[config.mk]
export PLATFORM = sky130hd
export DESIGN_NAME = fpo_cross
export DESIGN_NICKNAME = d
export VERILOG_FILES = /design/src/hdl/fpo_pkg.sv /design/src/hdl/fpo_cross.sv
export SDC_FILE = /design/constraint.sdc
export NUM_CORES = 1
export LEC_CHECK = 0
export BUFFER_PORTS_ARGS = -buffer_cell sky130_fd_sc_hd__buf_2
export CORE_MARGIN = 8
export CORE_UTILIZATION = 45
export DETAILED_ROUTE_END_ITERATION = 12
export PLACE_DENSITY = 0.72
export SYNTH_ARGS = -nofsm -noshare
export SYNTH_HDL_FRONTEND = slang
export SYNTH_SLANG_ARGS = --single-unit
[constraint.sdc]
create_clock -name i_clk -period 17.5 [get_ports i_clk]
set_input_delay 1.75 -clock i_clk [delete_from_list [all_inputs] [get_ports i_clk]]
set_output_delay 1.75 -clock i_clk [all_outputs]
set_load 0.02 [all_outputs]
[src/hdl/fpo_pkg.sv]
// Shared definitions for the finder pattern orderer.
// Coordinate width default, resolve mode codes and the cross-product sign flags.
package fpo_pkg;

    localparam int COORD_BITS_DEF = 12;

    typedef enum logic [1:0] {
        MODE_DIST  = 2'd0,
        MODE_CROSS = 2'd1
    } t_mode;

    // sign of cross(0,1,2)
    typedef struct packed {
        logic neg;
        logic pos;
    } t_xflags;

endpackage

[src/hdl/fpo_cross.sv]
// Sign of cross(0,1,2) for the point triple, delayed to line up with the
// distance lanes. Uses fpo_pkg for the flag struct.
module fpo_cross #(
    parameter int COORD_BITS = fpo_pkg::COORD_BITS_DEF
) (
    input  logic                  i_clk,
    input  logic [COORD_BITS+2:0] i_en,
    input  logic [COORD_BITS-1:0] i_x0,
    input  logic [COORD_BITS-1:0] i_y0,
    input  logic [COORD_BITS-1:0] i_x1,
    input  logic [COORD_BITS-1:0] i_y1,
    input  logic [COORD_BITS-1:0] i_x2,
    input  logic [COORD_BITS-1:0] i_y2,
    output fpo_pkg::t_xflags      o_flags
);
    import fpo_pkg::*;

    localparam int R = COORD_BITS + 1;

    logic signed [COORD_BITS:0]     w_bx;
    logic signed [COORD_BITS:0]     w_by;
    logic signed [COORD_BITS:0]     w_cx;
    logic signed [COORD_BITS:0]     w_cy;
    logic signed [2*COORD_BITS+1:0] r_p1;
    logic signed [2*COORD_BITS+1:0] r_p2;
    logic signed [2*COORD_BITS+2:0] w_k;
    t_xflags                        r_fl [R+1];

    assign w_bx = $signed({1'b0, i_x1}) - $signed({1'b0, i_x0});
    assign w_by = $signed({1'b0, i_y1}) - $signed({1'b0, i_y0});
    assign w_cx = $signed({1'b0, i_x2}) - $signed({1'b0, i_x0});
    assign w_cy = $signed({1'b0, i_y2}) - $signed({1'b0, i_y0});
    assign w_k  = r_p1 - r_p2;

    always_ff @(posedge i_clk) begin
        if (i_en[0]) begin
            r_p1 <= w_bx * w_cy;
            r_p2 <= w_by * w_cx;
        end
        if (i_en[1]) begin
            r_fl[0].neg <= w_k[2*COORD_BITS+2];
            r_fl[0].pos <= ~w_k[2*COORD_BITS+2] & (w_k != '0);
        end
    end

    // delay line matching the square root stages
    for (genvar k = 1; k <= R; k++) begin : g_dly
        always_ff @(posedge i_clk) begin
            if (i_en[1+k]) begin
                r_fl[k] <= r_fl[k-1];
            end
        end
    end

    assign o_flags = r_fl[R];

endmodule

==> results of run 1 <==
==> worst reg2reg max path, cell delays in order (launching register included) <==
cell and delay, ns:
edfxtp_1 0.38, ha_1 0.23, fa_1 0.40, xor2_1 0.32, o2111ai_1 0.20, a2111oi_2 0.27
nand4_1 0.19, or4_1 0.44, or4_1 0.46, a2111oi_2 0.35, nand4_1 0.17, a211oi_2 0.18
a31oi_1 0.11
==> flip-flops by register name, indices dropped and copies added (netlist names) <==
register / flops
r_p2: 26
r_fl: 28
r_p1: 26
==> cells in the mapped netlist, types with 8 or more instances <==
| cell type | count |
|---|---|
| a21o_1 | 37 |
| a21oi_1 | 57 |
| and2_1 | 31 |
| and3_1 | 9 |
| clkbuf_1 | 36 |
| edfxtp_1 | 80 |
| fa_1 | 330 |
| ha_1 | 207 |
| inv_1 | 426 |
| nand2_1 | 208 |
| nand2b_1 | 43 |
| nand3_1 | 15 |
| nor2_1 | 180 |
| nor2b_1 | 32 |
| nor3_1 | 22 |
| o21a_1 | 11 |
| o21ai_0 | 34 |
| o21ai_1 | 9 |
| o21bai_1 | 8 |
| or2_2 | 8 |
| xnor2_1 | 73 |
| xor2_1 | 42 |
==> metal layers <==
layer / vias up / global-route usage / share of wire
li1: 6421 / - / -
met1: 6885 / 0.2454 / 0.42
met2: 454 / 0.3242 / 0.49
met3: 68 / 0.02602 / 0.055
met4: 0 / 0.06183 / 0.033
met5: - / 0 / 0
==> through the flow <==
stage	std cells	worst slack, ns	hold WS (ns)	instance area [sq um]
after floorplan	2005	8.363	0.4003	18530
after global placement	2607	7.805	0.4033	19650
after detailed placement	2607	7.506	0.4054	19650
after CTS	2623	7.872	0.4174	19930
after global routing	2623	7.134	0.4245	19930
final	2623	7.778	0.4155	19930
==> worst max path at each step <==
stage	cells past startpoint	slack (ns)	end
5_1_grt	30	7.13	r_p2[25]
6_report	30	7.78	r_p2[25]
3_3_place_gp	30	7.81	r_p2[25]
3_5_place_dp	34	7.51	r_p1[25]
4_1_cts	34	7.87	r_p1[25]
2_1_floorplan	30	8.36	r_p2[25]
==> layout make-up <==
class / instances / area share
well taps: 532 / 0.03341
clock buffers: 10 / 0.01149
flip-flops and latches: 80 / 0.1206
inverters: 428 / 0.08063
clock inverters: 6 / 0.002261
multi-input cells: 1454 / 0.7203
repair buffers: 113 / 0.03140
==> placed cells by master (no fill, tap or decap), types with 31 or more instances in the layout <==
master | netlist | final
edfxtp_1 | 80 | 80
a21oi_1 | 57 | 57
nand2_1 | 208 | 208
o21ai_0 | 34 | 34
inv_1 | 426 | 426
and2_1 | 31 | 31
buf_2 | 3 | 89
xnor2_1 | 73 | 73
a21o_1 | 37 | 37
nor2b_1 | 32 | 32
xor2_1 | 42 | 42
nand2b_1 | 43 | 43
fa_1 | 330 | 330
ha_1 | 207 | 207
nor2_1 | 180 | 180
==> logic make-up after synthesis <==
kind of cell,Yosys count
AO/OA/AOI/OAI,223
flip-flops,80
buffers and inverters,471
multiplexers,5
AND/OR/NAND/NOR,574
XOR/XNOR,115
adder cells (fa/ha/maj),537
==> impl_metrics.py, run 1 <==
metrics = {
    "run_status": {
        "run_status": "finished, final reports clean",
    },
    "die": {
        "ios": 90,
        "die_area_sq_um": 47920,
        "core_area_sq_um": 40740,
        "die_h_um": 218.9,
        "floorplan.rows": 74,
        "die_x_um": 218.9,
        "initial_core_util": 0.4548,
    },
    "synth": {
        "yosysWarnings": 0,
        "synth_compound_area_frac": 0.08056,
        "synthSimpleGateAreaFrac": 0.1399,
        "avgSynthCellArea_sq_um": 9.241,
        "synth_cell_types": 63,
        "synth_top_area_share": 0.3566,
        "synth_cells": 2005,
        "synthMuxAreaShare": 0.002769,
        "ys.flop_type": "edfxtp_1",
        "synthXorXnorAreaFrac": 0.05436,
        "async_flop_share": 0,
        "synthAdderAreaFrac": 0.4964,
        "synth_nets": 2630,
        "synth_top_family_by_area": "adder cells",
        "yosysTopAreaCell": "fa_1",
        "synth_area_leaders": "fa_1 (36%), ha_1 (14%), edfxtp_1 (13%)",
        "synth_edf_count": 80,
        "seq_area_frac_synth": 0.1297,
        "netlist_area_sq_um": 18530,
        "ys_seq_elements": 80,
    },
    "global_routing": {
        "grt_remaining_overflow": 0,
        "grt_pass1_wl_mm": 73.00,
        "antenna_found_initial": 0,
        "track_usage": 0.1894,
        "grt_pass1_vias": 14370,
        "grt_max_degree": 53,
    },
    "clock_tree": {
        "root_buffer": "clkbuf_16",
        "cts.sinks": 80,
        "h-tree-depth": 3,
        "clkLatencyLatePin_ns": 0.34,
        "cts_buffers": 9,
        "cts_setup_buffers": 0,
        "cts_tree": "yes",
        "hold_buffers": 0,
        "post_cts_resized": 0,
        "path_clk_slew_ns": 0.06,
        "clk_path_buf_depth": 2,
    },
    "timing": {
        "rsz0062_at_grt": "false",
        "setup_viol": 0,
        "finalMaxSlewViolations": 0,
        "fin_setup_tns_ns": 0,
        "tightestPinTransition_ns": 1.265,
        "max_freq_mhz": 102.9,
        "hold_violations": 0,
        "finalCritPeriodShare": 0.5555,
        "fin_skew_ns": 0.005446,
        "relSlewSlack": 0.1536,
        "period_minus_slack_ns": 9.722,
    },
    "final_layout": {
        "fillCellCount": 3809,
        "ff_latch_area_sq_um": 2402,
        "final_nets": 2711,
        "antenna_cells": 0,
        "final_util": 0.4891,
        "drive_above_1_share": 0.06982,
        "multi_input_area_sq_um": 14350,
        "area_delta_synth_final_pct": 7.543,
    },
    "setup_path": {
        "r2r_slack_ns": 13.54,
        "crit_slowest_cell": "xor2_1",
        "path_max_fanout": 10,
        "critPathMaxStageDelay_ns": 0.66,
        "cp-startpoint": "i_y0[0]",
        "reg2reg_to": "r_fl[0][0]",
        "end_kind": "register",
        "r2r_start": "r_p2[0]",
        "critPathBufInv": 4,
        "path_common_cell": "fa_1",
        "crit_family": "adder cells",
        "reg2reg_depth": 12,
        "worstPathRequired_ns": 17.58,
        "critical_path_class": "primary input to register",
        "critPathLaunchType": "primary input",
        "crit_arrival_ns": 9.80,
    },
    "hold_path": {
        "whs_path_depth": 0,
        "worstHoldStart": "r_fl[1][0]",
        "hp-class": "register to register",
        "min_to": "r_fl[1][2]",
    },
    "detailed_routing": {
        "detail_route.wl_per_cell_um": 17.17,
        "routed_wirelength_mm": 45.02,
        "dr.first_iter.drc_count": 1054,
        "dr.pass1.iters": 6,
        "ant_nets": 0,
        "remaining_drc_errors": 0,
        "vias_per_cell": 5.272,
        "vias": 13830,
    },
    "place": {
        "dp_hpwl_mm": 38.91,
        "place.gp.congestion": 0.9058,
        "port_buffers": 89,
    },
    "run": {
        "drv_cap": 0,
    },
}
Power of run 1 is left out: the tool's default activity adds up to more than one toggle a clock period on the data nets, which glitch-free logic cannot reach.
==> run 2: changes to the inputs <==
clock period = 10.12 ns   (was 17.5 ns; I/O delays follow)
==> impl_metrics.py, run 2 (synthesis gave the netlist of run 1 again) <==
metrics = {
    "run_status": {
        "run_status": "finished, final reports clean",
    },
    "final_layout": {
        "antenna_cells": 0,
        "final_cell_area_sq_um": 19990,
        "drive_above_1_share": 0.07381,
        "final_cell_mix": "inv_1 (426), fa_1 (330), nand2_1 (208)",
        "largest_registers": "r_fl x28, r_p1 x26, r_p2 x26",
        "area_delta_synth_final_pct": 7.894,
        "largest_reg_flops": 28,
        "final_nets": 2720,
        "multi_input_area_sq_um": 14350,
        "top_register": "r_fl",
        "fillCellCount": 3828,
        "ff_latch_area_sq_um": 2402,
        "mostFrequentLayoutCell": "inv_1",
    },
    "clock_tree": {
        "clk_path_buf_depth": 2,
        "cts_buffers": 9,
        "cts_tree": "yes",
        "cts_setup_buffers": 0,
        "cts.sinks": 80,
        "root_buffer": "clkbuf_16",
        "path_clk_slew_ns": 0.06,
        "h-tree-depth": 3,
        "clkLatencyLatePin_ns": 0.35,
        "hold_buffers": 0,
        "post_cts_resized": 0,
    },
    "die": {
        "die_x_um": 218.9,
        "initial_core_util": 0.4548,
        "die_h_um": 218.9,
        "core_area_sq_um": 40740,
        "floorplan.rows": 74,
        "die_area_sq_um": 47920,
        "ios": 90,
    },
    "setup_path": {
        "worstPathRequired_ns": 10.20,
        "crit_arrival_ns": 9.03,
        "cp-startpoint": "i_x0[1]",
        "r2r_start": "r_p1[6]",
        "critPathMaxStageDelay_ns": 0.57,
        "crit_slowest_cell": "fa_1",
        "reg2reg_depth": 11,
        "critical_path_class": "primary input to register",
        "path_max_fanout": 6,
        "r2r_slack_ns": 6.17,
        "crit_end": "r_p1[25]",
        "reg2reg_to": "r_fl[0][0]",
        "critPathLaunchType": "primary input",
        "end_kind": "register",
        "path_common_cell": "fa_1",
    },
    "timing": {
        "rsz0062_at_grt": "false",
        "setup_viol": 0,
        "tightestPinTransition_ns": 1.107,
        "period_minus_slack_ns": 8.945,
        "relSlewSlack": 0.2593,
        "max_freq_mhz": 111.8,
        "finalMaxSlewViolations": 0,
        "fin_skew_ns": 0.005167,
        "fin_setup_tns_ns": 0,
        "finalCritPeriodShare": 0.8839,
        "hold_violations": 0,
    },
    "detailed_routing": {
        "vias": 13730,
        "dr.first_iter.drc_count": 975,
        "remaining_drc_errors": 0,
        "dr.pass1.iters": 6,
        "ant_nets": 0,
        "vias_per_cell": 5.215,
        "detail_route.wl_per_cell_um": 16.98,
        "routed_wirelength_mm": 44.70,
    },
    "place": {
        "post_dp_cell_area_sq_um": 19720,
        "port_buffers": 89,
        "place.gp.congestion": 0.9281,
        "dp_hpwl_mm": 39.14,
    },
    "global_routing": {
        "grt_pass1_wl_mm": 73.04,
        "antenna_found_initial": 0,
        "grt_max_degree": 53,
        "track_usage": 0.1894,
        "grt_remaining_overflow": 0,
        "grt_pass1_vias": 14470,
    },
    "hold_path": {
        "hp-class": "register to register",
    },
    "run": {
        "drv_cap": 0,
    },
}
run 2: cell count changes in the layout (fill, tap and decap cells not counted), sizes merged:
cell / delta
buf: +9
clkinvlp: -1
inv: +1
run 2: worst max-delay path, delay by kind of cell:
| family | cells | cell delay [ns] |
|---|---|---|
| compound gates | 9 | 2.33 |
| xor+xnor | 2 | 0.58 |
| fa+ha+maj | 8 | 3.71 |
| buf+inv | 6 | 0.38 |
| simple gates | 8 | 1.01 |
run 2: per-stage QoR:
step | hold slack, ns | instances | setup slack, ns | util
floorplan | 0.4003 | 2005 | 1.721 | -
global placement | 0.4021 | 2616 | 1.216 | 0.4840
detailed placement | 0.4045 | 2616 | 0.8443 | 0.4840
CTS | 0.4207 | 2632 | 1.247 | 0.4907
global route | 0.4206 | 2632 | 0.8364 | 0.4907
finish | 0.4201 | 2632 | 1.175 | 0.4907
run 2: worst min-delay path by stage:
stage,from,end,slack [ns],cells past startpoint
5_1_grt,r_fl[0][0],r_fl[0][2],0.42,0
6_report,r_fl[0][5],r_fl[0][7],0.42,0
2_1_floorplan,r_fl[0][8],r_fl[0][10],0.40,0
3_3_place_gp,r_fl[0][15],r_fl[1][1],0.40,0
4_1_cts,r_fl[0][3],r_fl[0][5],0.42,0
3_5_place_dp,r_fl[1][3],r_fl[1][5],0.40,0
run 2: per-layer routing:
layer	vias up	global-route usage	routed length, um
met2	426	0.3256	21990
met3	52	0.03029	2595
met1	6807	0.2483	19160
met5	-	0	0
met4	0	0.04537	952
li1	6441	-	-
run 2: area by class of cell:
class,count,share of cell area
Multi-Input combinational cell,1454,0.7179
Sequential cell,80,0.1202
Inverter,428,0.08037
Timing Repair Buffer,122,0.03467
Tap cell,532,0.03330
Clock buffer,10,0.01145
Clock inverter,6,0.002128
Power of run 2 is left out for the same reason.
