File: config.mk
export PLATFORM = sky130hd
export DESIGN_NAME = fpo_lane
export DESIGN_NICKNAME = d
export VERILOG_FILES = /design/src/hdl/fpo_pkg.sv /design/src/hdl/fpo_lane.sv
export SDC_FILE = /design/constraint.sdc
export NUM_CORES = 1
export LEC_CHECK = 0
export ABC_AREA = 1
export BUFFER_PORTS_ARGS = -buffer_cell sky130_fd_sc_hd__buf_2
export CAP_MARGIN = 10
export CORE_MARGIN = 4
export CORE_UTILIZATION = 43
export DETAILED_ROUTE_END_ITERATION = 7
export HOLD_SLACK_MARGIN = 0.05
export SLEW_MARGIN = 0
export SYNTH_ARGS = -nofsm -noshare
export SYNTH_HDL_FRONTEND = slang
export SYNTH_SLANG_ARGS = --single-unit
export TNS_END_PERCENT = 10
File: constraint.sdc
create_clock -name i_clk -period 8 [get_ports i_clk]
set_clock_uncertainty 0.2 [all_clocks]
set_input_delay 0.4 -clock i_clk [delete_from_list [all_inputs] [get_ports i_clk]]
set_output_delay 0.4 -clock i_clk [all_outputs]
set_load 0.1 [all_outputs]
File: src/hdl/fpo_pkg.sv
// Shared definitions for the finder pattern orderer.
// Coordinate width default, resolve mode codes and the cross-product sign flags.
package fpo_pkg;

    localparam int COORD_BITS_DEF = 12;

    typedef enum logic [1:0] {
        MODE_DIST  = 2'd0,
        MODE_CROSS = 2'd1
    } t_mode;

    // sign of cross(0,1,2)
    typedef struct packed {
        logic neg;
        logic pos;
    } t_xflags;

endpackage

File: src/hdl/fpo_lane.sv
// One distance lane: squared distance of a point pair, then a pipelined
// integer square root producing one root bit per stage. Uses fpo_pkg.
module fpo_lane #(
    parameter int COORD_BITS = fpo_pkg::COORD_BITS_DEF
) (
    input  logic                    i_clk,
    input  logic [COORD_BITS+2:0]   i_en,
    input  logic [COORD_BITS-1:0]   i_ax,
    input  logic [COORD_BITS-1:0]   i_ay,
    input  logic [COORD_BITS-1:0]   i_bx,
    input  logic [COORD_BITS-1:0]   i_by,
    output logic [COORD_BITS:0]     o_dist
);
    import fpo_pkg::*;

    localparam int R  = COORD_BITS + 1;
    localparam int SW = 2 * R;
    localparam int QB = 2 * COORD_BITS;

    logic signed [COORD_BITS:0]     w_dx;
    logic signed [COORD_BITS:0]     w_dy;
    logic signed [2*COORD_BITS+1:0] w_sqx;
    logic signed [2*COORD_BITS+1:0] w_sqy;
    logic [QB-1:0]                  r_sqx;
    logic [QB-1:0]                  r_sqy;
    logic [SW-1:0]                  r_sum;
    logic [SW-1:0]                  r_v   [R-1];
    logic [R+1:0]                   r_rem [R-1];
    logic [R-1:0]                   r_q   [R];

    assign w_dx  = $signed({1'b0, i_ax}) - $signed({1'b0, i_bx});
    assign w_dy  = $signed({1'b0, i_ay}) - $signed({1'b0, i_by});
    assign w_sqx = w_dx * w_dx;
    assign w_sqy = w_dy * w_dy;

    always_ff @(posedge i_clk) begin
        if (i_en[0]) begin
            r_sqx <= w_sqx[QB-1:0];
            r_sqy <= w_sqy[QB-1:0];
        end
        if (i_en[1]) begin
            r_sum <= {2'b00, r_sqx} + {2'b00, r_sqy};
        end
    end

    // restoring square root, two radicand bits brought down per stage
    for (genvar s = 0; s < R; s++) begin : g_step
        logic [SW-1:0] w_vin;
        logic [R-1:0]  w_qin;
        logic [R+1:0]  w_rin;
        logic [R+3:0]  w_rsh;
        logic [R+3:0]  w_trial;
        logic          w_ge;

        if (s == 0) begin : g_first
            assign w_vin = r_sum;
            assign w_qin = '0;
            assign w_rin = '0;
        end else begin : g_next
            assign w_vin = r_v[s-1];
            assign w_qin = r_q[s-1];
            assign w_rin = r_rem[s-1];
        end

        assign w_rsh   = {w_rin, w_vin[SW-1 -: 2]};
        assign w_trial = {2'b00, w_qin, 2'b01};
        assign w_ge    = (w_rsh >= w_trial);

        always_ff @(posedge i_clk) begin
            if (i_en[2+s]) begin
                r_q[s] <= {w_qin[R-2:0], w_ge};
            end
        end

        if (s < R - 1) begin : g_carry
            logic [R+3:0] w_rnew;
            assign w_rnew = w_ge ? (w_rsh - w_trial) : w_rsh;
            always_ff @(posedge i_clk) begin
                if (i_en[2+s]) begin
                    r_v[s]   <= {w_vin[SW-3:0], 2'b00};
                    r_rem[s] <= w_rnew[R+1:0];
                end
            end
        end
    end

    assign o_dist = r_q[R-1];

endmodule

==> results of run 1 <==
cells by family (layout without fill, tap and decap cells):
group	after synthesis	count (layout)	synth area share
XOR/XNOR	174	174	0.0450
AO/OA/AOI/OAI	415	415	0.0675
adder cells (fa/ha/maj)	543	543	0.247
multiplexers	1	1	0.000282
buffers and inverters	772	932	0.0841
AND/OR/NAND/NOR	1273	1273	0.151
other	1	3	0.000106
flip-flops	478	478	0.405
worst max-delay path, cell delays in order:
cell and delay [ns]:
buf_2 0.07, inv_1 0.03, ha_1 0.24, fa_1 0.44, nor2_1 0.17, nor2_1 0.08
nor2_1 0.10, nor2_1 0.05, buf_4 0.18, inv_1 0.23, nor2_1 0.15, fa_1 0.58
inv_1 0.08, fa_1 0.88, inv_1 0.22, fa_1 0.59, fa_1 0.44, fa_1 0.49
ha_1 0.30, ha_1 0.37, a21oi_1 0.29, o21bai_1 0.13, a21oi_1 0.14, nand2_1 0.06
nor2_1 0.12, inv_1 0.05, nand2_1 0.06, nand2_1 0.05
sequential cells by signal, indices dropped and copies added, names as in the netlist:
signal        flops
r_v             156
r_rem           160
r_sqx            23
g_step.w_vin     25
r_sqy            23
r_q              91
layout make-up:
class	count	area (µm²)
inverter	739	2780
timing repair buffer	94	518
sequential	478	14400
multi-input combinational	2408	18200
clock buffer	55	1330
fill	7803	43000
antenna	1	2.50
clock inverter	44	548
tap	1070	1340
stage by stage:
| step | instance area, µm² | util |
|---|---|---|
| after floorplan | 35500 | - |
| after CTS | 39000 | 0.476 |
| after global routing | 39000 | 0.476 |
| final | 39000 | 0.476 |
| after detailed placement | 37100 | 0.453 |
| after global placement | 37100 | 0.453 |
per-layer routing:
layer,up-vias,track usage,share of wire
met2,306,0.313,0.52
met4,2,0.0388,0.019
met3,99,0.0210,0.030
li1,12100,-,-
met5,-,0,0.00018
met1,11400,0.214,0.43
cell usage after synthesis (all sizes together), types with 2 or more instances:
| library cell | count | share of area |
|---|---|---|
| a21boi | 3 | 0.00063 |
| nor4 | 11 | 0.0021 |
| and2 | 2 | 0.00035 |
| a21oi | 188 | 0.028 |
| nor2 | 314 | 0.034 |
| a31o | 2 | 0.00049 |
| ha | 280 | 0.099 |
| nand2 | 706 | 0.076 |
| fa | 263 | 0.15 |
| o21bai | 16 | 0.0034 |
| xor2 | 122 | 0.032 |
| inv | 738 | 0.078 |
| o21ai | 132 | 0.019 |
| o211a | 2 | 0.00056 |
| clkbuf | 6 | 0.00063 |
| nand3b | 13 | 0.0031 |
| a31oi | 10 | 0.0018 |
| nand4 | 42 | 0.0083 |
| edfxtp | 478 | 0.40 |
| xnor2 | 52 | 0.013 |
| buf | 27 | 0.0052 |
| nand3 | 134 | 0.019 |
| a21o | 28 | 0.0059 |
| a211oi | 7 | 0.0015 |
| or2 | 20 | 0.0035 |
| nor3 | 27 | 0.0039 |
| nor3b | 2 | 0.00042 |
| o2111ai | 8 | 0.0022 |
| o21a | 5 | 0.0011 |
| o211ai | 12 | 0.0025 |
final timing paths:
| path | endpoint | cells past startpoint | slack [ns] |
|---|---|---|---|
| worst min register to register | r_v[1][8]$_DFFE_PP_ | 0 | 0.19 |
| worst max-delay path | r_sqx[23]$_DFFE_PP_ | 28 | 1.16 |
| worst max register to register | r_rem[1][9]$_DFFE_PP_ | 9 | 5.21 |
| worst min-delay path | g_step[0].w_vin[11]$_DFFE_PP_ | 1 | 0.13 |
==> reports/metrics.csv, run 1 <==
metric;value;unit
ys_seq_area_frac;0.405;
gr-usage-all-layers;0.170;
vias;23800;
netlist_instances;3657;
die_height;295;µm
ant_nets;0;
dpl.cell_count;4787;
status;completed;
crit_type;input port to flop;
htreeDepth;2;
holdBufCountCts;1;
drcViolationCount;0;
fin_hold_ws;0.128;ns
grt_pass1_wl;121;mm
synth_area;0.0355;mm²
clk_path_buf_depth;3;
worstSetupStartpoint;i_ax[0];
fmax;0.146;GHz
hp-class;input port to flop;
r2r-start;r_rem[0][45]$_DFFE_PP_;
required;8.14;ns
grt_overflow;0;
cts-resized-gates;0;
fin_cells;4889;
cts_root_buf;clkbuf_16;
cts.sinks;478;
fin_ws;1.16;ns
synth_edf_count;478;
cts_tree;built;
place_congestion;0.891;
ys_types;61;
rsz0062_at_grt;no;
grt_max_degree;47;
core_area;0.0820;mm²
dpl.hpwl;58.5;mm
async_flop_share;0;
synth_ff_type;edfxtp_1;
pre_cts_slack;0.555;ns
cts_setup_buffers;0;
rows;105;
viasPerCell;4.88;
mostFrequentLayoutCells;inv_1, nand2_1, edfxtp_1;
start_util;0.433;
min_from;i_en[1];
final-hold-violation-count;0;
routed_wl;72.1;mm
max_cap_viol_count;0;
period_needed;6.84;ns
final-setup-viol-count;0;
drt_pass1_iterations;6;
grt_pass1_vias;24500;
die_x;295;µm
tightest_slew;1.05;ns
yosysWarningCount;0;
drt_iter0_markers;1309;
relSlewSlack;0.301;
drv_slew;0;
cp-end-kind;flop;
period_share;0.855;
areaGrowthSynthToFinish;9.97;%
buffer_ports.inserted;76;
startpoint_type;input port;
drive_above_1_share;0.0707;
numCtsBuffers;53;
layout_commonest_cell;inv_1;
die_area;0.0872;mm²
synth-seq-cells;478;
path_max_fanout;13;
final_net_count;4381;
pin_count;77;
clk_pin_slew;0.06;ns
avgSynthCellArea;9.70;µm²
antenna_found_initial;2;
wl_per_cell;14.7;µm
arrival;6.98;ns
finalSetupTns;0;ns
insertion_delay;0.61;ns
Power of run 1 is left out: the tool's default activity adds up to more than one toggle a clock period on the data nets, which glitch-free logic cannot reach.
==> inputs of run 2 (changes only) <==
--- a/config.mk
+++ b/config.mk
@@ -8,10 +8,13 @@
 export ABC_AREA = 1
 export BUFFER_PORTS_ARGS = -buffer_cell sky130_fd_sc_hd__buf_2
 export CAP_MARGIN = 10
+export CELL_PAD_IN_SITES_DETAIL_PLACEMENT = 0
+export CELL_PAD_IN_SITES_GLOBAL_PLACEMENT = 2
 export CORE_MARGIN = 4
-export CORE_UTILIZATION = 43
+export CORE_UTILIZATION = 42
 export DETAILED_ROUTE_END_ITERATION = 7
 export HOLD_SLACK_MARGIN = 0.05
+export PLACE_DENSITY_LB_ADDON = 0.1
 export SLEW_MARGIN = 0
 export SYNTH_ARGS = -nofsm -noshare
 export SYNTH_HDL_FRONTEND = slang
==> run 2 against run 1 <==
Via count increased by 0.89%. First-iteration DRC count increased by 4.0%. Highest routed layer is now met4. Non-clock buffer count increased by 3. Clock-buffer cell count increased by 7. Cell count increased by 1.3%.
==> reports/metrics.csv, run 2 (synthesis results as in run 1) <==
metric;value;unit;change
regArea;0.0144;mm²;unchanged
dpl.cell_count;4855;;was 4787
routed_wl;78.3;mm;was 72.1 mm
reg_top3;r_rem (160), r_v (156), r_q (91);;unchanged
vias;24100;;was 23800
numCtsBuffers;53;;unchanged
status;completed;;unchanged
mostFrequentLayoutCells;inv_1, nand2_1, edfxtp_1;;unchanged
htreeDepth;2;;unchanged
fill_cells;8041;;was 7803
startpoint_type;input port;;unchanged
fin_cells;4954;;was 4889
path_delay_family;adder cells;;unchanged
top_layer_used;met4;;was met5
die_x;299;µm;was 295 µm
drv_slew;0;;unchanged
core_area;0.0837;mm²;was 0.0820 mm²
cts.sinks;478;;unchanged
rows;106;;was 105
cts-resized-gates;0;;unchanged
drt_iter0_markers;1362;;was 1309
cp-endpoint;r_sqx[23]$_DFFE_PP_;;unchanged
rr_worst_depth;9;;unchanged
crit_type;input port to flop;;unchanged
cp-end-kind;flop;;unchanged
period_needed;6.78;ns;was 6.84 ns
buffer_ports.inserted;76;;unchanged
drive_above_1_share;0.0696;;was 0.0707
relSlewSlack;0.277;;was 0.301
m1WireLength;36.8;mm;was 31.1 mm
cts_root_buf;clkbuf_16;;unchanged
antenna_found_initial;1;;was 2
finalSetupTns;0;ns;unchanged
grt_pass1_wl;129;mm;was 121 mm
wl_per_cell;15.8;µm;was 14.7 µm
diodes;0;;was 1
clk_path_buf_depth;3;;unchanged
ff2ff_setup_slack;5.13;ns;was 5.21 ns
grt_max_degree;47;;unchanged
grt_pass1_vias;24600;;was 24500
dpl-instance-area;0.0372;mm²;was 0.0371 mm²
viasPerCell;4.86;;was 4.88
required;8.15;ns;was 8.14 ns
clk_pin_slew;0.06;ns;about the same
drt_pass1_iterations;7;;was 6
final-setup-viol-count;0;;unchanged
die_height;299;µm;was 295 µm
grt_overflow;0;;unchanged
fmax;0.147;GHz;was 0.146 GHz
path_depth;27;;was 28
multi_input_area;0.0182;mm²;unchanged
areaGrowthSynthToFinish;9.88;%;was 9.97%
fin_area;0.0390;mm²;about the same
final_net_count;4384;;was 4381
r2r_end;r_rem[2][44]$_DFFE_PP_;;was r_rem[1][9]$_DFFE_PP_
ant_nets;0;;unchanged
worstSetupStartpoint;i_ax[0];;unchanged
drcViolationCount;0;;unchanged
max_stage_delay;0.89;ns;was 0.88 ns
gr-usage-all-layers;0.178;;was 0.170
insertion_delay;0.61;ns;about the same
dpl.hpwl;64.7;mm;was 58.5 mm
max_cap_viol_count;0;;unchanged
final-hold-violation-count;0;;unchanged
largest_register_ffs;160;;unchanged
die_area;0.0892;mm²;was 0.0872 mm²
place_congestion;0.861;;was 0.891
wl_met2;37.3;mm;was 37.4 mm
fin_hold_ws;0.122;ns;was 0.128 ns
arrival;6.93;ns;was 6.98 ns
cts_tree;built;;unchanged
tightest_slew;1.08;ns;was 1.05 ns
critPathBufInv;6;;was 7
layout_commonest_cell;inv_1;;unchanged
top_register;r_rem;;unchanged
r2r-start;r_q[1][15]$_DFFE_PP_;;was r_rem[0][45]$_DFFE_PP_
pin_count;77;;unchanged
hp-class;input port to flop;;unchanged
rsz0062_at_grt;no;;unchanged
wl_met3;2.97;mm;was 2.19 mm
path_max_fanout;9;;was 13
period_share;0.848;;was 0.855
start_util;0.424;;was 0.433
crit_slowest_cell;fa_1;;unchanged
[run 2: cell types whose count changed in the layout (fill, tap and decap cells not counted)]
cell,previous run,this run
buf_4,17,20
clkinv_16,2,0
clkbuf_1,2,9
clkinv_1,12,11
clkinvlp_4,9,5
bufinv_16,9,6
inv_16,1,2
clkinv_2,5,6
clkinv_4,4,2
inv_6,2,4
diode_2,1,0
[run 2: area by class of cell]
class	instances	area share
multi-input cells	2408	0.466
flip-flops and latches	478	0.368
inverters	739	0.0712
well taps	1134	0.0364
clock buffers	62	0.0349
repair buffers	97	0.0139
clock inverters	36	0.00998
[run 2: through the flow]
step                      setup WS [ns]  utilization
after global placement            0.608        0.445
after global routing              0.688        0.466
final                              1.22        0.466
after detailed placement          0.534        0.445
after floorplan                    1.32            -
after CTS                          1.16        0.466
[run 2: worst min path at each step]
stage | from | end | slack (ns) | cells past startpoint
after global routing | i_en[1] | g_step[0].w_vin[23]$_DFFE_PP_ | 0.11 | 1
after global placement | r_v[0][84]$_DFFE_PP_ | r_v[1][14]$_DFFE_PP_ | 0.20 | 0
final | i_en[1] | g_step[0].w_vin[23]$_DFFE_PP_ | 0.12 | 1
after detailed placement | g_step[0].w_vin[2]$_DFFE_PP_ | r_v[0][2]$_DFFE_PP_ | 0.20 | 0
after CTS | i_en[1] | g_step[0].w_vin[23]$_DFFE_PP_ | 0.09 | 1
after floorplan | g_step[0].w_vin[24]$_DFFE_PP_ | r_q[0][0]$_DFFE_PP_ | 0.20 | 0
[run 2: what timing repair did]
| item | CTS | global route |
|---|---|---|
| hold endpoints to repair | 13 | 0 |
| hold buffers | 1 | 0 |
| buffers inserted | 0 | 0 |
[run 2: routing by layer]
layer  vias to the layer above  GRT usage
met4                         0     0.0319
met3                        82     0.0238
met2                       388      0.299
met5                         -          0
met1                     11500      0.250
li1                      12100          -
Power of run 2 is left out for the same reason.
