**src/hdl/fpo_pkg.sv**
```systemverilog
// Shared definitions for the finder pattern orderer.
// Coordinate width default, resolve mode codes and the cross-product sign flags.
package fpo_pkg;

    localparam int COORD_BITS_DEF = 12;

    typedef enum logic [1:0] {
        MODE_DIST  = 2'd0,
        MODE_CROSS = 2'd1
    } t_mode;

    // sign of cross(0,1,2)
    typedef struct packed {
        logic neg;
        logic pos;
    } t_xflags;

endpackage

```
**src/hdl/fpo_merge.sv**
```systemverilog
// Merging stage: picks roles from the three lane distances and the cross
// sign, applies the orientation swap, registers the result. Uses fpo_pkg.
module fpo_merge #(
    parameter int COORD_BITS = fpo_pkg::COORD_BITS_DEF
) (
    input  logic                i_clk,
    input  logic                i_en,
    input  logic [COORD_BITS:0] i_d01,
    input  logic [COORD_BITS:0] i_d12,
    input  logic [COORD_BITS:0] i_d02,
    input  fpo_pkg::t_xflags    i_flags,
    output logic [1:0]          o_tl,
    output logic [1:0]          o_tr,
    output logic [1:0]          o_bl,
    output fpo_pkg::t_mode      o_mode
);
    import fpo_pkg::*;

    logic [1:0] n_tl;
    logic [1:0] n_tr;
    logic [1:0] n_bl;
    t_mode      n_mode;
    logic       w_swap;

    // swap condition is the sign of cross(bl,tl,tr), i.e. cross(0,1,2)
    // negated for an odd ordering of (bl,tl,tr)
    always_comb begin
        n_mode = MODE_DIST;
        w_swap = 1'b0;
        if (i_d12 > i_d01 && i_d12 > i_d02) begin
            n_tl = 2'd0; n_bl = 2'd1; n_tr = 2'd2;
            w_swap = i_flags.pos;
        end else if (i_d01 > i_d12 && i_d01 > i_d02) begin
            n_tl = 2'd2; n_bl = 2'd1; n_tr = 2'd0;
            w_swap = i_flags.neg;
        end else if (i_d02 > i_d12 && i_d02 > i_d01) begin
            n_tl = 2'd1; n_bl = 2'd0; n_tr = 2'd2;
            w_swap = i_flags.neg;
        end else if (!i_flags.neg) begin
            n_tl = 2'd0; n_tr = 2'd1; n_bl = 2'd2;
            n_mode = MODE_CROSS;
        end else begin
            n_tl = 2'd1; n_tr = 2'd0; n_bl = 2'd2;
            n_mode = MODE_CROSS;
        end
    end

    always_ff @(posedge i_clk) begin
        if (i_en) begin
            o_tl   <= n_tl;
            o_tr   <= w_swap ? n_bl : n_tr;
            o_bl   <= w_swap ? n_tr : n_bl;
            o_mode <= n_mode;
        end
    end

endmodule
```
**config.mk**
```make
export PLATFORM = sky130hd
export DESIGN_NAME = fpo_merge
export DESIGN_NICKNAME = d
export VERILOG_FILES = /design/src/hdl/fpo_pkg.sv /design/src/hdl/fpo_merge.sv
export SDC_FILE = /design/constraint.sdc
export NUM_CORES = 1
export LEC_CHECK = 0
export BUFFER_PORTS_ARGS = -buffer_cell sky130_fd_sc_hd__buf_4
export CAP_MARGIN = 30
export CORE_MARGIN = 2
export CORE_UTILIZATION = 42
export CTS_CLUSTER_SIZE = 28
export DETAILED_ROUTE_END_ITERATION = 7
export GPL_ROUTABILITY_DRIVEN = 0
export PLACE_DENSITY = 0.76
export SYNTH_ARGS = -nofsm -noshare
export SYNTH_HDL_FRONTEND = slang
export SYNTH_SLANG_ARGS = --single-unit
```
**constraint.sdc**
```tcl
create_clock -name i_clk -period 5.87 [get_ports i_clk]
set_clock_uncertainty 0.05 [all_clocks]
set_input_delay 0.587 -clock i_clk [delete_from_list [all_inputs] [get_ports i_clk]]
set_output_delay 0.587 -clock i_clk [all_outputs]
set_load 0.01 [all_outputs]
```
==> results.toml, run 1 <==
[sta]
rsz0062_at_grt = "false"
finalHoldViolations = 0
fin_crit_sh_pct = 42.92
final_max_slew_viol_count = 0
finalSetupTns_ns = 0
setup_ws_ns = 3.351
setup_viol = 0
fmax_ghz = 0.3969
fin_crit_ns = 2.519

[drt]
drc_errors = 2
wl_per_cell_um = 12.35
ant_nets = 0
dr_total_vias = 1288
viasPerCell = 5.435
wl_mm = 2.926
drt_first_pass_iters = 8
drtIter0Drc = 24

[hold_path]
hold_start = "i_en"
hp-class = "in -> reg"

[clock_network]
post_cts_buffers = 0
numCtsBuffers = 3
cts_tree = "done"
root_buffer = "clkbuf_4"
cts.sinks = 7
clk_pin_slew_ns = 0.05
clockBufferDepth = 2
cts-resized-gates = 0
htree_levels = 1
hold_buffers = 0

[layout]
final_nets = 289
drive_gt1_share_pct = 27.18
fin_area_um2 = 1693
final_util_pct = 60.35
diodes = 0
syn_to_final_growth_pct = 33.56

[global_routing]
track_usage_pct = 17.82
grt_max_degree = 8
grt_pass1_vias = 1312
grt_pass1_wl_mm = 4.961
overflow = 0
antenna_found_initial = 0

[setup_path]
crit_start = "i_d12[10]"
path_max_fanout = 5
startpoint_type = "primary input"
critPathCaptureType = "flip-flop"
crit_type = "in -> reg"
cp.arrival_ns = 2.47
crit_required_ns = 5.82

[power]
ir_drop_v = 0.00004430
power_leakage_nw = 0.9285
power_density_nw_per_um2 = 132.3

[die]
rows = 19
chipWidth_um = 58.94
core_um2 = 2805
initial_core_util_pct = 45.18
ioPinCount = 51
dieArea_um2 = 3473
die_h_um = 58.94

[yosys]
avgSynthCellArea_um2 = 8.230
ys_ff_latch = 7
ys_seq_area_share_pct = 16.58
synth_fp_nets = 236
syn_area_um2 = 1267
synth_cells = 154
synth.distinct_cells = 32
ys_warn_count = 0

[place]
dp_hpwl_mm = 2.720
dp_slack_ns = 3.068
place_area_um2 = 1667
io_buffer_count = 49

[run_status]
outcome = "finished with violations"
violations = "DRC"

[flow_run]
max-cap-violations = 0
[cells in the mapped netlist]
cell,instances,share of area (%)
inv_1,33,9.8
a31o_2,1,0.69
conb_1,1,0.30
nor4_1,3,1.5
nor2b_1,2,0.99
or2_1,1,0.49
xor2_1,1,0.69
a21boi_1,1,0.59
a21oi_1,14,5.5
o21a_1,2,1.2
nand2_1,8,2.4
nor2_1,7,2.1
a21boi_0,2,1.2
nand4_1,7,3.5
edfxtp_1,7,17
o31a_1,1,0.69
a21o_1,1,0.59
o211ai_1,3,1.8
o22ai_1,2,0.99
nand3_1,3,1.2
a211oi_1,2,1.2
or3_4,1,0.89
o31ai_1,2,1.2
buf_4,1,0.59
and3_2,1,0.59
o221ai_1,1,0.69
a21oi_2,1,0.69
o221a_1,1,0.89
o21ai_0,3,1.2
o21bai_1,1,0.59
nor3_1,1,0.39
ha_1,39,38
[power breakdown]
group	switching, mW	total, mW	internal (mW)
clock	0.0160	0.0418	0.0258
sequential	0.00186	0.0663	0.0645
combinational	0.0558	0.116	0.0600
total	0.0736	0.224	0.150
[area by class of cell]
type / instances / area, µm²
multi-input combinational: 113 / 925.9
inverter: 33 / 123.9
fill: 259 / 1112
timing repair buffer: 49 / 367.9
clock buffer: 4 / 26.28
sequential: 7 / 210.2
tap: 31 / 38.79
[layer usage]
metal	track usage, %	wire [µm]	part of all wire (%)
met1	19.62	1177	40
met5	0	0	0
met4	3.896	17	0.58
met3	1.538	123	4.2
met2	36.03	1608	55
[path summary, 6_finish.rpt]
path / to / cells past startpoint / slack, ns
setup / recovery: o_tr[0] / 8 / 3.35
hold / removal: o_tl[0] / 1 / 0.56
[kinds of logic after synthesis]
family,Yosys count,share of synthesized area (%)
adder cells (fa/ha/maj),39,38.50
AO/OA/AOI/OAI,38,19.64
buffers and inverters,34,10.37
AND/OR/NAND/NOR,34,13.92
flip-flops,7,16.58
XOR/XNOR,1,0.6911
other,1,0.2959
[cell usage in the layout, fill, tap and decap left out, drive strengths merged, types with 2 or more instances in the layout]
master	count
nor2b	2
a21oi	15
o21a	2
buf	49
nor2	7
o22ai	2
a211oi	2
o21ai	3
nand2	8
nand3	3
nand4	7
o31ai	2
edfxtp	7
nor4	3
a21boi	3
clkbuf	4
o211ai	3
ha	39
inv	33
[worst max-delay path, cell delays in order]
cell	delay (ns)
buf_4	0.08
inv_1	0.05
ha_1	0.31
nand4_1	0.13
nor3_1	0.27
a21boi_0	0.45
o211ai_1	0.28
a31o_2	0.31
[state kept, by name, summed over array words and instances (netlist names)]
register  flops
o_tr          2
o_tl          2
o_mode        1
o_bl          2
[stage by stage]
stage          power [mW]  std cells  hold slack, ns
2_1_floorplan      0.1319        154          0.6495
3_3_place_gp       0.1786        233          0.8036
3_5_place_dp       0.1834        233          0.8087
4_1_cts            0.2260        237          0.5565
5_1_grt            0.2429        237          0.5646
6_report           0.2239        237          0.5614
No activity file was read; power rests on OpenSTA's default activity.
==> run 2: changes to the inputs <==
--- a/config.mk
+++ b/config.mk
@@ -5,6 +5,7 @@
 export SDC_FILE = /design/constraint.sdc
 export NUM_CORES = 1
 export LEC_CHECK = 0
+export ABC_AREA = 1
 export BUFFER_PORTS_ARGS = -buffer_cell sky130_fd_sc_hd__buf_4
 export CAP_MARGIN = 30
 export CORE_MARGIN = 2
@@ -12,7 +13,7 @@
 export CTS_CLUSTER_SIZE = 28
 export DETAILED_ROUTE_END_ITERATION = 7
 export GPL_ROUTABILITY_DRIVEN = 0
-export PLACE_DENSITY = 0.76
+export PLACE_DENSITY = 0.74
 export SYNTH_ARGS = -nofsm -noshare
 export SYNTH_HDL_FRONTEND = slang
 export SYNTH_SLANG_ARGS = --single-unit
==> constraint.sdc (replaced) <==
create_clock -name i_clk -period 2.5 [get_ports i_clk]
set_clock_uncertainty 0.05 [all_clocks]
set_input_delay 0.25 -clock i_clk [delete_from_list [all_inputs] [get_ports i_clk]]
set_output_delay 0.25 -clock i_clk [all_outputs]
set_load 0.01 [all_outputs]
==> run 2 against run 1 <==
  * The flow now finishes without violations
  * Wire length fell by 6.6%
  * Area after synthesis is 12% higher
  * Final cell count is 31% higher
  * Synthesized cell count is 38% higher
  * Cell area increased by 10%
  * Clock-buffer cell count is the same
  * Global-route usage decreased by 2.4 points
  * First-iteration DRC count grew 38%
  * Clock power rose by 130%
  * Non-clock buffer count did not move
  * Die area rose by 11%
  * Critical path type unchanged
  * Critical endpoint is now o_bl[1]
==> results.toml, run 2 <==
[run_status]
outcome = "completed"

[yosys]
synth.distinct_cells = 19
synth_top_area_share_pct = 34.42
synth-xor-area-share_pct = 0
synth_top_family_by_area = "adder cells"
synth-adder-area-share_pct = 34.42
yosys.area_share.simple_pct = 30.71
ys_seq_area_share_pct = 14.83
ys_top_cells_by_count = "nand2_1, inv_1, ha_1"
synth_top_cell_by_area = "ha_1"
synth_fp_nets = 295
ys_async_sr_fraction_pct = 0
synth_most_common_cell = "nand2_1"
synth_cells = 213
synth-edff-count = 7
syn_area_um2 = 1418
ys_ff_latch = 7
synth_mux_area_share_pct = 0
synthFlopType = "edfxtp_1"
avgSynthCellArea_um2 = 6.655
synth_compound_area_share_pct = 5.472
netlist_top_cells_area = "ha_1, nand2_1, edfxtp_1"
ys_warn_count = 0

[sta]
fin_crit_sh_pct = 65.93
final_max_slew_viol_count = 0
fin_crit_ns = 1.648
setup_viol = 0
finalHoldViolations = 0
rsz0062_at_grt = "false"
finalSetupTns_ns = 0
fmax_ghz = 0.6067

[drt]
wl_mm = 2.733
wl_per_cell_um = 8.788
drt_first_pass_iters = 4
viasPerCell = 4.383
ant_nets = 0
drtIter0Drc = 33
drc_errors = 0
dr_total_vias = 1363

[hold_path]
hold_start = "i_en"
hold_depth = 1
hp-class = "in -> reg"
hold_end = "o_tl[0]"

[setup_path]
slowest_stage = "ha_1"
crit_family = "simple AND/OR/NAND/NOR gates"
startpoint_type = "primary input"
crit_required_ns = 2.45
cpPeakStageDelay_ns = 0.32
crit_chain = "buf_4 -> inv_1 -> ha_1 -> nand2_2 -> inv_1 -> nand2_1 -> nand2_1 -> a21oi_1 -> nand2_2 -> inv_2 -> nand2_4 -> nand2_2 -> nor2_4 -> inv_1 -> nand2_1"
path_max_fanout = 3
critPathCaptureType = "flip-flop"
cp.arrival_ns = 1.60
crit_buf_inv = 5
crit_type = "in -> reg"

[clock_network]
clockBufferDepth = 2
root_buffer = "clkbuf_4"
cts-resized-gates = 0
post_cts_buffers = 0
cts_tree = "done"
cts.sinks = 7
htree_levels = 1
numCtsBuffers = 3
hold_buffers = 0
clk_pin_slew_ns = 0.05

[die]
rows = 21
die_h_um = 62.10
core_um2 = 3284
ioPinCount = 51
chipWidth_um = 62.10
dieArea_um2 = 3856
initial_core_util_pct = 43.16

[place]
io_buffer_count = 49
numPlacedInstances = 307
dp_hpwl_mm = 2.609

[layout]
final_nets = 348
final_common_cell = "nand2_1"
final_cell_mix = "nand2_1, inv_1, buf_4, ha_1, nor2_1"
diodes = 0
top_regs = "o_bl x2, o_tl x2, o_tr x2"
drive_gt1_share_pct = 25.28
stdcell_count = 311
fillCellCount = 336
syn_to_final_growth_pct = 31.33

[power]
ir_drop_v = 0.0001105
power_density_nw_per_um2 = 300.3
power_leakage_nw = 1.136
total_power_uw = 559.2

[flow_run]
max-cap-violations = 0

[global_routing]
grt_pass1_wl_mm = 4.588
antenna_found_initial = 0
grt_max_degree = 8
overflow = 0
grt_pass1_vias = 1242
track_usage_pct = 15.41
[run 2: cell types whose count changed after synthesis, moves of 3 or more]
cell | previous run | this run
inv_1 | 33 | 49
nor2_2 | 0 | 4
o211ai_1 | 3 | 0
nor4_1 | 3 | 0
nand3_1 | 3 | 11
nand4_1 | 7 | 2
nand2_1 | 8 | 57
nor2_1 | 7 | 14
nand2_2 | 0 | 6
[run 2: cell type report]
class                   count  area [µm²]  share of cell area [%]
well taps                  46       57.56                   3.091
repair buffers             49       367.9                   19.76
clock buffers               4       26.28                   1.411
inverters                  52       195.2                   10.48
flip-flops and latches      7       210.2                   11.29
multi-input cells         153        1005                   53.96
[run 2: layer usage]
metal  wire length [µm]  GRT usage, %  up-vias
met5                  0             0        -
met4                  7         3.040        0
met3                100         1.863        2
met2               1406         29.76       27
met1               1218         17.98      568
li1                   -             -      766
[run 2: kinds of logic (layout without fill, tap and decap cells)]
group                      count (synthesis)  in the layout
AOI/OAI and AO/OA                         15             15
adders and majority gates                 39             39
buffers and inverters                     53            105
DFF                                        7              7
other                                      1              1
and+or+nand+nor                           98             98
[run 2: worst max path at each step]
stage	slack, ns	end	depth (start not counted)	startpoint
2_1_floorplan	0.84	o_bl[1]	13	i_d12[12]
3_3_place_gp	0.60	o_tr[0]	14	i_d01[12]
3_5_place_dp	0.59	o_tr[0]	15	i_d12[12]
4_1_cts	0.85	o_tr[0]	15	i_d12[12]
5_1_grt	0.67	o_tr[0]	13	i_d12[8]
6_report	0.85	o_bl[1]	15	i_d12[12]
[run 2: report_power, final]
part	switching [mW]	internal, mW
Clock	0.0364	0.0606
Sequential	0.00402	0.155
Combinational	0.161	0.143
[run 2: stage by stage]
stage               utilization [%]  worst slack (ns)  hold slack (ns)  area [µm²]
floorplan                         -            0.8367           0.3125        1418
global placement              55.89            0.5979           0.4721        1836
detailed placement            55.89            0.5902           0.4669        1836
CTS                           56.69            0.8517           0.2089        1862
global route                  56.69            0.6694           0.2098        1862
finish                        56.69            0.8516           0.2146        1862
==> run 3: changes to the inputs <==
==> constraint.sdc (replaced) <==
create_clock -name i_clk -period 1.6 [get_ports i_clk]
set_clock_uncertainty 0.05 [all_clocks]
set_input_delay 0.16 -clock i_clk [delete_from_list [all_inputs] [get_ports i_clk]]
set_output_delay 0.16 -clock i_clk [all_outputs]
set_load 0.01 [all_outputs]
==> run 3 against run 2 <==
  * Via count grew 4.2%
  * Clock power grew 55%
  * Critical path depth shrank 1
  * Combinational power grew 96%
  * Final cell count grew 1.9%
  * Clock-buffer cell count is the same
  * Die area is the same
  * Worst hold slack lost 0.082 ns
  * Non-clock buffer count grew 6
  * Wire length grew 16%
  * Core utilization grew 8.6 points
  * Sequential cell count is the same
==> results.toml, run 3 (synthesis gave the netlist of run 2 again) <==
[global_routing]
antenna_found_initial = 0
grt_pass1_wl_mm = 4.457
grt_pass1_vias = 1150
track_usage_pct = 14.65
overflow = 0
grt_max_degree = 8

[flow_run]
max-cap-violations = 0

[sta]
final_max_slew_viol_count = 0
rsz0062_at_grt = "true"
setup_ws_ns = 0.02470
setup_viol = 0
fin_crit_sh_pct = 98.46
finalHoldViolations = 0
fmax_ghz = 0.6348
finalSetupTns_ns = 0
fin_crit_ns = 1.575

[hold_path]
hold_start = "i_en"
hold_end = "o_bl[0]"
hp-class = "in -> reg"
hold_depth = 1

[layout]
final_cell_mix = "buf_4, nand2_1, inv_1, ha_1, nand2_2"
fillCellCount = 281
drive_gt1_share_pct = 41.33
top_regs = "o_bl x2, o_tl x2, o_tr x2"
multi_input_comb_area_um2 = 1231
syn_to_final_growth_pct = 51.28
stdcell_count = 317
final_util_pct = 65.30
final_common_cell = "buf_4"
diodes = 0
seqCellArea_um2 = 210.2
final_nets = 354

[drt]
drtIter0Drc = 20
dr_total_vias = 1420
viasPerCell = 4.479
drt_first_pass_iters = 4
ant_nets = 0
wl_per_cell_um = 9.981
drc_errors = 0
wl_mm = 3.164

[place]
dp_slack_ns = -0.2100
numPlacedInstances = 311
dp_hpwl_mm = 2.456
io_buffer_count = 49

[setup_path]
cp.arrival_ns = 1.52
crit_path_frequent_cell = "nand2_1"
cpPeakStageDelay_ns = 0.31
crit_buf_inv = 3
slowest_stage = "ha_4"
crit_type = "in -> reg"
crit_required_ns = 1.55
crit_family = "simple AND/OR/NAND/NOR gates"
startpoint_type = "primary input"
crit_chain = "buf_6 -> clkinvlp_4 -> ha_4 -> nand2_4 -> nor2_4 -> nand2_2 -> nor2_2 -> nand2_1 -> nand2_2 -> inv_2 -> nand3_2 -> nand3_2 -> nand2_1 -> nand2_1"
path_max_fanout = 4
critPathCaptureType = "flip-flop"

[die]
die_h_um = 62.10
initial_core_util_pct = 43.16
ioPinCount = 51
dieArea_um2 = 3856
rows = 21
core_um2 = 3284
chipWidth_um = 62.10

[power]
power_frac_comb_pct = 59.9
total_power_uw = 990.9
p_switching_uw = 372.7
power.internal_uw = 618.2
p_sw_share_pct = 37.61
ir_drop_v = 0.0002061
p_clk_share_pct = 15.1
seqPwrFrac_pct = 25.0
power_density_nw_per_um2 = 462.1
power_leakage_nw = 1.193

[clock_network]
clk_pin_slew_ns = 0.05
numCtsBuffers = 3
cts.sinks = 7
hold_buffers = 0
root_buffer = "clkbuf_4"
clockBufferDepth = 2
htree_levels = 1
cts_tree = "done"

[run_status]
outcome = "completed"
[run 3: cell type report]
cell class	count	area share [%]
Clock buffer	4	1.225
Inverter	52	9.277
Multi-Input combinational cell	153	57.41
Sequential cell	7	9.802
Tap cell	46	2.684
Timing Repair Buffer	55	19.60
[run 3: metrics by stage]
stage / cell area [µm²] / hold slack [ns]
floorplan: 1418 / 0.2225
global placement: 1866 / 0.3827
detailed placement: 1866 / 0.3803
CTS: 1892 / 0.1277
global route: 2145 / 0.1298
finish: 2145 / 0.1325
[run 3: repair_timing]
action / CTS / global route
setup buffers: 0 / 2
endpoints found under the setup margin: 0 / 5
resized for setup: 0 / 50
[run 3: worst max-delay path by stage]
stage | start | end | slack [ns] | cells after the start
2_1_floorplan | i_d12[12] | o_bl[1] | 0.03 | 13
3_3_place_gp | i_d12[8] | o_bl[1] | -0.18 | 13
3_5_place_dp | i_d12[12] | o_tr[0] | -0.21 | 13
4_1_cts | i_d12[12] | o_tr[0] | 0.05 | 13
5_1_grt | i_d12[12] | o_tr[0] | -0.06 | 14
6_report | i_d12[12] | o_bl[1] | 0.02 | 14
[run 3: power groups by stage]
stage | logic (mW) | registers (mW) | clock network [mW]
2_1_floorplan | 0.273 | 0.269 | 0
3_3_place_gp | 0.479 | 0.252 | 0
3_5_place_dp | 0.486 | 0.251 | 0
4_1_cts | 0.488 | 0.248 | 0.155
5_1_grt | 0.673 | 0.251 | 0.165
6_report | 0.594 | 0.248 | 0.150
[run 3: per-layer routing]
layer  global-route usage [%]  wire length, µm  vias to the layer above
met5                        0                0                        -
met4                   0.9119                0                        0
met3                   0.6211              130                        0
met2                    25.60             1709                       33
met1                    20.85             1324                      606
li1                         -                -                      781
